**src/design/sha256_byte_stream_hasher_unit_defines.svh**
```systemverilog
// Assertion helpers for the SHA-256 byte stream hasher.
// Both expect clk and rst in the scope where they are used.
`ifndef SHA256_BYTE_STREAM_HASHER_UNIT_DEFINES_SVH
`define SHA256_BYTE_STREAM_HASHER_UNIT_DEFINES_SVH

// Consequence must hold in the same cycle as the antecedent.
`define SHA_CHECK_SAME(lbl, ante, cons, msg) \
  lbl: assert property (@(posedge clk) disable iff (rst) (ante) |-> (cons)) \
    else $error(msg);

// Consequence must hold in the cycle after the antecedent.
`define SHA_CHECK_NEXT(lbl, ante, cons, msg) \
  lbl: assert property (@(posedge clk) disable iff (rst) (ante) |=> (cons)) \
    else $error(msg);

`endif

```
**src/design/sha256bsh_pkg.sv**
```systemverilog
package sha256bsh_pkg;

  typedef enum logic [2:0] {
    ST_IDLE,
    ST_PAD_MARK,
    ST_PAD_ZERO,
    ST_PAD_LEN,
    ST_ROUND,
    ST_UPDATE,
    ST_EMIT
  } state_t;

  // Source of the byte pushed into the block register.
  typedef enum logic [1:0] {
    BSEL_INPUT,
    BSEL_MARK,
    BSEL_ZERO,
    BSEL_LENGTH
  } byte_sel_t;

  typedef struct packed {
    logic      ins_byte;      // push one byte into the block register
    byte_sel_t byte_sel;
    logic      load_work;     // copy chain words into a..h, restart rounds
    logic      round_en;      // run one compression round
    logic      update_chain;  // add a..h into the chain words
    logic      emit_load;     // move the next digest word to the output register
    logic      finish;        // back to initial hash values, length to zero
  } dp_cmd_t;

  typedef struct packed {
    logic [5:0] fill;        // bytes held in the current block
    logic       round_last;  // round 63 is running
    logic       emit_last;   // next digest word is the eighth
    logic       out_free;    // output register can take a word this cycle
  } dp_status_t;

endpackage

```
**src/design/sha256_byte_stream_hasher_unit.sv**
```systemverilog
// SHA-256 hasher over a byte stream.
// Input channel s_*: one transfer carries at most one message byte in
// s_tdata[7:0], qualified by s_tuser[0] (byte present); s_tlast ends the
// message after that transfer's byte, if any. A transfer with s_tlast and no
// byte is how an empty message, or a message whose bytes are all sent, closes.
// Output channel m_*: eight transfers per message, digest word 0 (most
// significant) first; m_tuser holds the word position, m_tlast marks word 7.
// The transfer that completes a 64-byte block is followed by the
// compression rounds and the chain update before s_tready returns, so no
// byte is taken while a block is compressed. On s_tlast the padding goes in
// one byte per cycle, pausing without a byte when the zero run reaches byte
// 56; each block it completes is compressed likewise. After the last
// block's chain update the digest words load into the output register one
// per cycle while m_tready stays high.
// s_tready is high only while bytes are being collected into a block.
// A stalled receiver holds the current word in the output register and
// holds the word sequencer; no word is dropped. Synchronous reset returns
// the chain words to the initial hash values and clears the length and
// byte counts.
`include "sha256_byte_stream_hasher_unit_defines.svh"

module sha256_byte_stream_hasher_unit import sha256bsh_pkg::*; (
  input  logic        clk,
  input  logic        rst,
  input  logic        s_tvalid,
  output logic        s_tready,
  input  logic [7:0]  s_tdata,   // [7:0] data_byte
  input  logic [0:0]  s_tuser,   // [0] byte_present
  input  logic        s_tlast,   // end_of_message
  output logic        m_tvalid,
  input  logic        m_tready,
  output logic [31:0] m_tdata,   // [31:0] digest_word
  output logic [2:0]  m_tuser,   // [2:0] word_index
  output logic        m_tlast    // last_word
);

  dp_cmd_t    cmd;
  dp_status_t status;
  state_t     state;

  // Digest word taken that is not the last, and the position that must follow it.
  logic       word_taken;
  logic [2:0] word_next_pos;

  assign word_taken    = m_tvalid && m_tready && !m_tlast;
  assign word_next_pos = m_tuser + 3'd1;

  // Sequence byte transfers, padding, rounds and digest output.
  sha256bsh_ctrl u_ctrl (
    .clk        (clk),
    .rst        (rst),
    .in_valid   (s_tvalid),
    .in_present (s_tuser[0]),
    .in_last    (s_tlast),
    .in_ready   (s_tready),
    .status     (status),
    .cmd        (cmd),
    .state      (state)
  );

  // Block register, round logic, chain words and output register.
  sha256bsh_datapath u_dp (
    .clk       (clk),
    .rst       (rst),
    .cmd       (cmd),
    .status    (status),
    .data_byte (s_tdata),
    .out_ready (m_tready),
    .out_valid (m_tvalid),
    .out_word  (m_tdata),
    .out_index (m_tuser),
    .out_last  (m_tlast)
  );

  // Padding must end exactly on a block boundary before the digest goes out.
  `SHA_CHECK_SAME(a_emit_on_boundary, state == ST_EMIT, status.fill == 6'd0, "partial block")
  // Between digest words no new message may start.
  `SHA_CHECK_SAME(a_no_input_mid_digest, m_tvalid && !m_tlast, !s_tready, "input mid digest")
  // A taken word that is not the last is followed at once by the next position.
  `SHA_CHECK_NEXT(a_word_sequence, word_taken, m_tuser == $past(word_next_pos), "word order")

endmodule

```
**src/design/sha256bsh_datapath.sv**
```systemverilog
module sha256bsh_datapath import sha256bsh_pkg::*; (
  input  logic        clk,
  input  logic        rst,
  input  dp_cmd_t     cmd,
  output dp_status_t  status,
  input  logic [7:0]  data_byte,
  input  logic        out_ready,
  output logic        out_valid,
  output logic [31:0] out_word,
  output logic [2:0]  out_index,
  output logic        out_last
);

  localparam logic [31:0] HASH_INIT [8] = '{
    32'h6a09e667, 32'hbb67ae85, 32'h3c6ef372, 32'ha54ff53a,
    32'h510e527f, 32'h9b05688c, 32'h1f83d9ab, 32'h5be0cd19
  };

  localparam logic [31:0] ROUND_K [64] = '{
    32'h428a2f98, 32'h71374491, 32'hb5c0fbcf, 32'he9b5dba5,
    32'h3956c25b, 32'h59f111f1, 32'h923f82a4, 32'hab1c5ed5,
    32'hd807aa98, 32'h12835b01, 32'h243185be, 32'h550c7dc3,
    32'h72be5d74, 32'h80deb1fe, 32'h9bdc06a7, 32'hc19bf174,
    32'he49b69c1, 32'hefbe4786, 32'h0fc19dc6, 32'h240ca1cc,
    32'h2de92c6f, 32'h4a7484aa, 32'h5cb0a9dc, 32'h76f988da,
    32'h983e5152, 32'ha831c66d, 32'hb00327c8, 32'hbf597fc7,
    32'hc6e00bf3, 32'hd5a79147, 32'h06ca6351, 32'h14292967,
    32'h27b70a85, 32'h2e1b2138, 32'h4d2c6dfc, 32'h53380d13,
    32'h650a7354, 32'h766a0abb, 32'h81c2c92e, 32'h92722c85,
    32'ha2bfe8a1, 32'ha81a664b, 32'hc24b8b70, 32'hc76c51a3,
    32'hd192e819, 32'hd6990624, 32'hf40e3585, 32'h106aa070,
    32'h19a4c116, 32'h1e376c08, 32'h2748774c, 32'h34b0bcb5,
    32'h391c0cb3, 32'h4ed8aa4a, 32'h5b9cca4f, 32'h682e6ff3,
    32'h748f82ee, 32'h78a5636f, 32'h84c87814, 32'h8cc70208,
    32'h90befffa, 32'ha4506ceb, 32'hbef9a3f7, 32'hc67178f2
  };

  function automatic logic [31:0] small_sigma0(input logic [31:0] x);
    return {x[6:0], x[31:7]} ^ {x[17:0], x[31:18]} ^ (x >> 3);
  endfunction

  function automatic logic [31:0] small_sigma1(input logic [31:0] x);
    return {x[16:0], x[31:17]} ^ {x[18:0], x[31:19]} ^ (x >> 10);
  endfunction

  function automatic logic [31:0] big_sigma0(input logic [31:0] x);
    return {x[1:0], x[31:2]} ^ {x[12:0], x[31:13]} ^ {x[21:0], x[31:22]};
  endfunction

  function automatic logic [31:0] big_sigma1(input logic [31:0] x);
    return {x[5:0], x[31:6]} ^ {x[10:0], x[31:11]} ^ {x[24:0], x[31:25]};
  endfunction

  // Block register doubles as the 16-word schedule window; word 0 sits on top.
  logic [511:0] blk;
  logic [31:0]  work [8];
  logic [31:0]  chain [8];
  logic [5:0]   fill;
  logic [63:0]  msg_bits;
  logic [5:0]   round;
  logic [2:0]   emit_idx;

  logic [31:0]  sched_w;
  logic [31:0]  t1;
  logic [31:0]  t2;
  logic [31:0]  ch_val;
  logic [31:0]  maj_val;
  logic [63:0]  len_shift;
  logic [7:0]   ins_val;

  always_comb begin
    if (round[5:4] == 2'b00) begin
      sched_w = blk[511:480];
    end else begin
      sched_w = blk[511:480] + small_sigma0(blk[479:448]) + blk[223:192]
              + small_sigma1(blk[63:32]);
    end
    ch_val  = (work[4] & work[5]) ^ (~work[4] & work[6]);
    maj_val = (work[0] & work[1]) ^ (work[0] & work[2]) ^ (work[1] & work[2]);
    t1 = work[7] + big_sigma1(work[4]) + ch_val + ROUND_K[round] + sched_w;
    t2 = big_sigma0(work[0]) + maj_val;
  end

  // Length bytes go out most significant first, fill 56..63 picks byte 0..7.
  assign len_shift = msg_bits << {fill[2:0], 3'b000};

  always_comb begin
    case (cmd.byte_sel)
      BSEL_INPUT:  ins_val = data_byte;
      BSEL_MARK:   ins_val = 8'h80;
      BSEL_ZERO:   ins_val = 8'h00;
      BSEL_LENGTH: ins_val = len_shift[63:56];
      default:     ins_val = 8'h00;
    endcase
  end

  always_ff @(posedge clk) begin
    if (rst) begin
      fill      <= '0;
      msg_bits  <= '0;
      round     <= '0;
      emit_idx  <= '0;
      out_valid <= 1'b0;
      for (int i = 0; i < 8; i++) begin
        chain[i] <= HASH_INIT[i];
      end
    end else begin
      if (cmd.ins_byte) begin
        fill <= fill + 6'd1;
        if (cmd.byte_sel == BSEL_INPUT) begin
          msg_bits <= msg_bits + 64'd8;
        end
      end
      if (cmd.load_work) begin
        round <= '0;
      end else if (cmd.round_en) begin
        round <= round + 6'd1;
      end
      if (cmd.update_chain) begin
        for (int i = 0; i < 8; i++) begin
          chain[i] <= chain[i] + work[i];
        end
      end else if (cmd.finish) begin
        for (int i = 0; i < 8; i++) begin
          chain[i] <= HASH_INIT[i];
        end
        msg_bits <= '0;
      end
      if (cmd.emit_load) begin
        emit_idx  <= emit_idx + 3'd1;
        out_valid <= 1'b1;
      end else if (out_ready) begin
        out_valid <= 1'b0;
      end
    end
  end

  always_ff @(posedge clk) begin
    if (cmd.ins_byte) begin
      blk <= {blk[503:0], ins_val};
    end else if (cmd.round_en) begin
      blk <= {blk[479:0], sched_w};
    end
    if (cmd.load_work) begin
      for (int i = 0; i < 8; i++) begin
        work[i] <= chain[i];
      end
    end else if (cmd.round_en) begin
      work[7] <= work[6];
      work[6] <= work[5];
      work[5] <= work[4];
      work[4] <= work[3] + t1;
      work[3] <= work[2];
      work[2] <= work[1];
      work[1] <= work[0];
      work[0] <= t1 + t2;
    end
    if (cmd.emit_load) begin
      out_word  <= chain[emit_idx];
      out_index <= emit_idx;
      out_last  <= (emit_idx == 3'd7);
    end
  end

  assign status.fill       = fill;
  assign status.round_last = (round == 6'd63);
  assign status.emit_last  = (emit_idx == 3'd7);
  assign status.out_free   = !out_valid || out_ready;

endmodule

```
**src/design/sha256bsh_ctrl.sv**
```systemverilog
module sha256bsh_ctrl import sha256bsh_pkg::*; (
  input  logic       clk,
  input  logic       rst,
  input  logic       in_valid,
  input  logic       in_present,
  input  logic       in_last,
  output logic       in_ready,
  input  dp_status_t status,
  output dp_cmd_t    cmd,
  output state_t     state
);

  state_t state_next;
  logic   finishing, finishing_next;
  logic   mark_done, mark_done_next;
  logic   len_done, len_done_next;
  logic   accept;

  assign accept = in_valid && (state == ST_IDLE);

  always_ff @(posedge clk) begin
    if (rst) begin
      state     <= ST_IDLE;
      finishing <= 1'b0;
      mark_done <= 1'b0;
      len_done  <= 1'b0;
    end else begin
      state     <= state_next;
      finishing <= finishing_next;
      mark_done <= mark_done_next;
      len_done  <= len_done_next;
    end
  end

  always_comb begin
    state_next     = state;
    finishing_next = finishing;
    mark_done_next = mark_done;
    len_done_next  = len_done;
    unique case (state)
      ST_IDLE: begin
        if (accept) begin
          finishing_next = in_last;
          if (in_present && status.fill == 6'd63) begin
            state_next = ST_ROUND;
          end else if (in_last) begin
            state_next = ST_PAD_MARK;
          end
        end
      end
      ST_PAD_MARK: begin
        mark_done_next = 1'b1;
        state_next = (status.fill == 6'd63) ? ST_ROUND : ST_PAD_ZERO;
      end
      ST_PAD_ZERO: begin
        if (status.fill == 6'd56) begin
          state_next = ST_PAD_LEN;
        end else if (status.fill == 6'd63) begin
          state_next = ST_ROUND;
        end
      end
      ST_PAD_LEN: begin
        if (status.fill == 6'd63) begin
          len_done_next = 1'b1;
          state_next    = ST_ROUND;
        end
      end
      ST_ROUND: begin
        if (status.round_last) begin
          state_next = ST_UPDATE;
        end
      end
      ST_UPDATE: begin
        if (!finishing) begin
          state_next = ST_IDLE;
        end else if (!mark_done) begin
          state_next = ST_PAD_MARK;
        end else if (!len_done) begin
          state_next = ST_PAD_ZERO;
        end else begin
          state_next = ST_EMIT;
        end
      end
      ST_EMIT: begin
        if (status.out_free && status.emit_last) begin
          finishing_next = 1'b0;
          mark_done_next = 1'b0;
          len_done_next  = 1'b0;
          state_next     = ST_IDLE;
        end
      end
      default: state_next = ST_IDLE;
    endcase
  end

  always_comb begin
    cmd      = '0;
    in_ready = 1'b0;
    unique case (state)
      ST_IDLE: begin
        in_ready     = 1'b1;
        cmd.byte_sel = BSEL_INPUT;
        if (accept && in_present) begin
          cmd.ins_byte  = 1'b1;
          cmd.load_work = (status.fill == 6'd63);
        end
      end
      ST_PAD_MARK: begin
        cmd.ins_byte  = 1'b1;
        cmd.byte_sel  = BSEL_MARK;
        cmd.load_work = (status.fill == 6'd63);
      end
      ST_PAD_ZERO: begin
        cmd.byte_sel = BSEL_ZERO;
        if (status.fill != 6'd56) begin
          cmd.ins_byte  = 1'b1;
          cmd.load_work = (status.fill == 6'd63);
        end
      end
      ST_PAD_LEN: begin
        cmd.ins_byte  = 1'b1;
        cmd.byte_sel  = BSEL_LENGTH;
        cmd.load_work = (status.fill == 6'd63);
      end
      ST_ROUND: begin
        cmd.round_en = 1'b1;
      end
      ST_UPDATE: begin
        cmd.update_chain = 1'b1;
      end
      ST_EMIT: begin
        if (status.out_free) begin
          cmd.emit_load = 1'b1;
          cmd.finish    = status.emit_last;
        end
      end
      default: cmd = '0;
    endcase
  end

endmodule
```
**config.mk**
```make
export PLATFORM = sky130hd
export DESIGN_NAME = sha256_byte_stream_hasher_unit
export DESIGN_NICKNAME = d
export VERILOG_FILES = /design/src/design/sha256bsh_pkg.sv /design/src/design/sha256_byte_stream_hasher_unit.sv /design/src/design/sha256bsh_datapath.sv /design/src/design/sha256bsh_ctrl.sv
export VERILOG_INCLUDE_DIRS = /design/src /design/src/design
export SDC_FILE = /design/constraint.sdc
export NUM_CORES = 2
export LEC_CHECK = 0
export BUFFER_PORTS_ARGS = -buffer_cell sky130_fd_sc_hd__buf_4
export CAP_MARGIN = 20
export CORE_AREA = 5 5 472 474
export DETAILED_ROUTE_END_ITERATION = 12
export DIE_AREA = 0 0 477 479
export PLACE_DENSITY = 0.47
export SYNTH_ARGS = -nofsm -noshare
export SYNTH_HDL_FRONTEND = slang
export SYNTH_SLANG_ARGS = --single-unit
```
**constraint.sdc**
```tcl
create_clock -name clk -period 27.8 [get_ports clk]
set_input_delay 1.39 -clock clk [delete_from_list [all_inputs] [get_ports clk]]
set_output_delay 1.39 -clock clk [all_outputs]
set_load 0.01 [all_outputs]
```
==> results.txt <==
Sequential area share after synthesis: 42.4%
Post-layout util: 38.3%
Fmax: 89.3 MHz
H-tree Lvls: 4
CP Capture Type: flip-flop
Most frequent cell after synthesis: nand2_1
IO Pins: 52
Final worst-path cycle share: 40.3%
FFs w/ async S/R, synth: 0%
DIE HEIGHT: 479 um
Starting Density: 34.8%
Synth Warn #: 0
First-pass GRT wire length: 382000 um
Die Wd: 477 um
Final setup fails: 0
Actual slew at the worst max-slew pin: 1.10 ns
Critical Path AT: 11.74 ns
Final ANT Viol Nets: 0
Average wire per standard cell: 23.0 um
CTS Buf Count: 145
DRT Wirelength: 256000 um
CP Launch Type: flip-flop
Pleak: 34.0 nW
Clk sinks: 1143
Max FO, Critical Path: 5
Post-DP HPWL: 190000 um
Area after DPL: 79000 um^2
Drt first pass iters: 6
Post-CTS Resized: 0
Largest area contributor in the netlist: edfxtp_1
Pin count of the biggest net entering global routing: 209
Most Frequent Cell on Critical Path: a21oi_1
Postcts setup bufs: 0
Final Max Tran Viols: 0
RSZ-0062 raised after global routing: no
Die ar.: 228000 um^2
Yosys cell types: 91
Crit path time final: 11.20 ns
Initial antenna violation count: 3
Share of cells above drive strength 1: 6.73%
DRC: 0
Final Hold Fails: 0
Max-capacitance violation count: 0
Cell row count: 172
GRT Overall Usage: 21.8%
CTS Buffer Depth: 3
# port buffers: 51
Gpl congestion: 0.902
Reg clk slew, reported paths: 0.06 ns
Fin area: 83800 um^2
Max incr delay on CP: 0.64 ns
Dpl ws: 16.78 ns
Remaining global-route overflow: 0
Area delta synth->final: 10.3%
Mapped cell area: 75900 um^2
DR vias: 58696
Area share of the largest cell type after synthesis: 36.9%
Mean Syn Cell Area: 9.18 um^2
Top cells by area, synth: edfxtp_1 37%, nand2_1 12%, ha_1 6.7%
Number of global-route vias before repair: 57682
Tot Pwr: 0.0102 W
Hold_buf cts: 0
Top_reg_cell synth: edfxtp_1
Vias per inst: 5.29
Most frequent cells after synthesis: 2507 x nand2_1, 932 x edfxtp_1, 455 x a21oi_1
CORE AREA: 218000 um^2
Setup slack after layout: 16.60 ns
Max Clock Skew: 0.0631 ns
Power per cell area: 121 nW/um^2
Cells after synthesis: 8268
Syn Nets: 8885
Sum of negative setup slack: 0 ns
# nets final: 8711
Root buffer cell: clkbuf_16
Clk Latency, worst-skew pair: 0.82 ns
Starting DRT DRC Count: 4964
Crit path required time: 28.34 ns
Crit Path Class: reg2reg
CTS tree: done
CP max-delay cell: o31ai_1
Post-synth EDFFs: 932
Peak VDD IR: 0.000162 V
Relative slew slack: 24.8%
Status: finished clean
HP Class: reg2reg
FF+latch count, synth: 1143
cell type report:
class,instances,area (um^2)
repair buffers,127,1020
fillers,21724,135000
clock inverters,77,759
inverters,393,1480
well taps,2871,3590
flip-flops and latches,1143,32200
multi-input cells,6284,40700
diodes,3,7.51
clock buffers,192,4010
worst max-delay path: cells and delay by family, from the launching register on:
family | cells | cell delay (ns)
DFF | 1 | 0.53
AOI/OAI and AO/OA | 17 | 4.18
buffers and inverters | 5 | 0.35
and+or+nand+nor | 8 | 1.01
adders and majority gates | 8 | 3.56
xor gates and xnor gates | 5 | 1.26
cells by family (layout without fill, tap and decap cells):
kind of cell / count (synthesis) / count (layout) / synth area share [%]
buf+inv: 841 / 789 / 4.17
compound gates: 1440 / 1440 / 11.9
other cells: 0 / 3 / 0
flops: 1143 / 1143 / 42.4
xor+xnor: 618 / 618 / 7.16
fa+ha+maj: 621 / 621 / 12.1
mux: 174 / 174 / 3.76
simple gates: 3431 / 3431 / 18.5
flip-flops by register name (all words and copies together) (netlist names):
register / cells
u_dp.out_word: 32
u_dp.work: 256
u_dp.out_index: 3
u_dp.emit_idx: 3
u_ctrl.finishing: 1
u_dp.round: 6
u_dp.fill: 6
u_ctrl.mark_done: 1
u_dp.out_valid: 1
u_ctrl.state: 3
u_dp.out_last: 1
u_dp.chain: 256
u_dp.msg_bits: 61
u_ctrl.len_done: 1
u_dp.blk: 512
layout by cell type (no fill, tap or decap), types with 51 or more instances in the layout:
master and instances:
xnor2_1 412, xor2_1 204, o211ai_1 66, ha_1 406, o21a_1 51, nor3_1 85, buf_4 120, nand2_1 2503
a21o_1 154, nand2b_1 68, mux4_2 83, fa_1 197, edfxtp_1 932, o21ai_0 338, inv_1 391, clkbuf_16 148
dfxtp_1 205, nand3_1 113, a21oi_1 453, nor2_1 406, a211oi_1 58, mux2_2 59
stage by stage:
step / std cells / hold slack (ns)
after floorplan: 8268 / 0.435
after CTS: 11086 / 0.490
final: 11090 / 0.492
after global placement: 10815 / 0.462
after global routing: 11089 / 0.511
after detailed placement: 10817 / 0.483
routing by layer:
layer / track usage (%) / wire, um / vias up / share of wire, %
met5: 0 / 0 / - / 0
met4: 5.89 / 6810 / 0 / 2.7
met3: 2.51 / 11300 / 342 / 4.4
met2: 36.5 / 121000 / 1500 / 47
met1: 30.1 / 116000 / 28865 / 46
li1: - / - / 27989 / -
where the power goes:
| group | switching [W] | leakage, nW | internal, W |
|---|---|---|---|
| clock network | 0.000807 | 2.32 | 0.00111 |
| registers | 0.000281 | 10.3 | 0.00231 |
| logic | 0.00345 | 21.3 | 0.00221 |
final timing paths:
kind / slack, ns / from / to / cells after the start
max: 16.60 / u_dp.blk[454] / u_dp.work[0][29] / 43
max reg2reg: 16.60 / u_dp.blk[454] / u_dp.work[0][29] / 43
min reg2reg: 0.49 / u_dp.chain[5][6] / u_dp.chain[5][6] / 2
min: 0.49 / u_dp.chain[5][6] / u_dp.chain[5][6] / 2
Power figures use the tool's default switching activity.
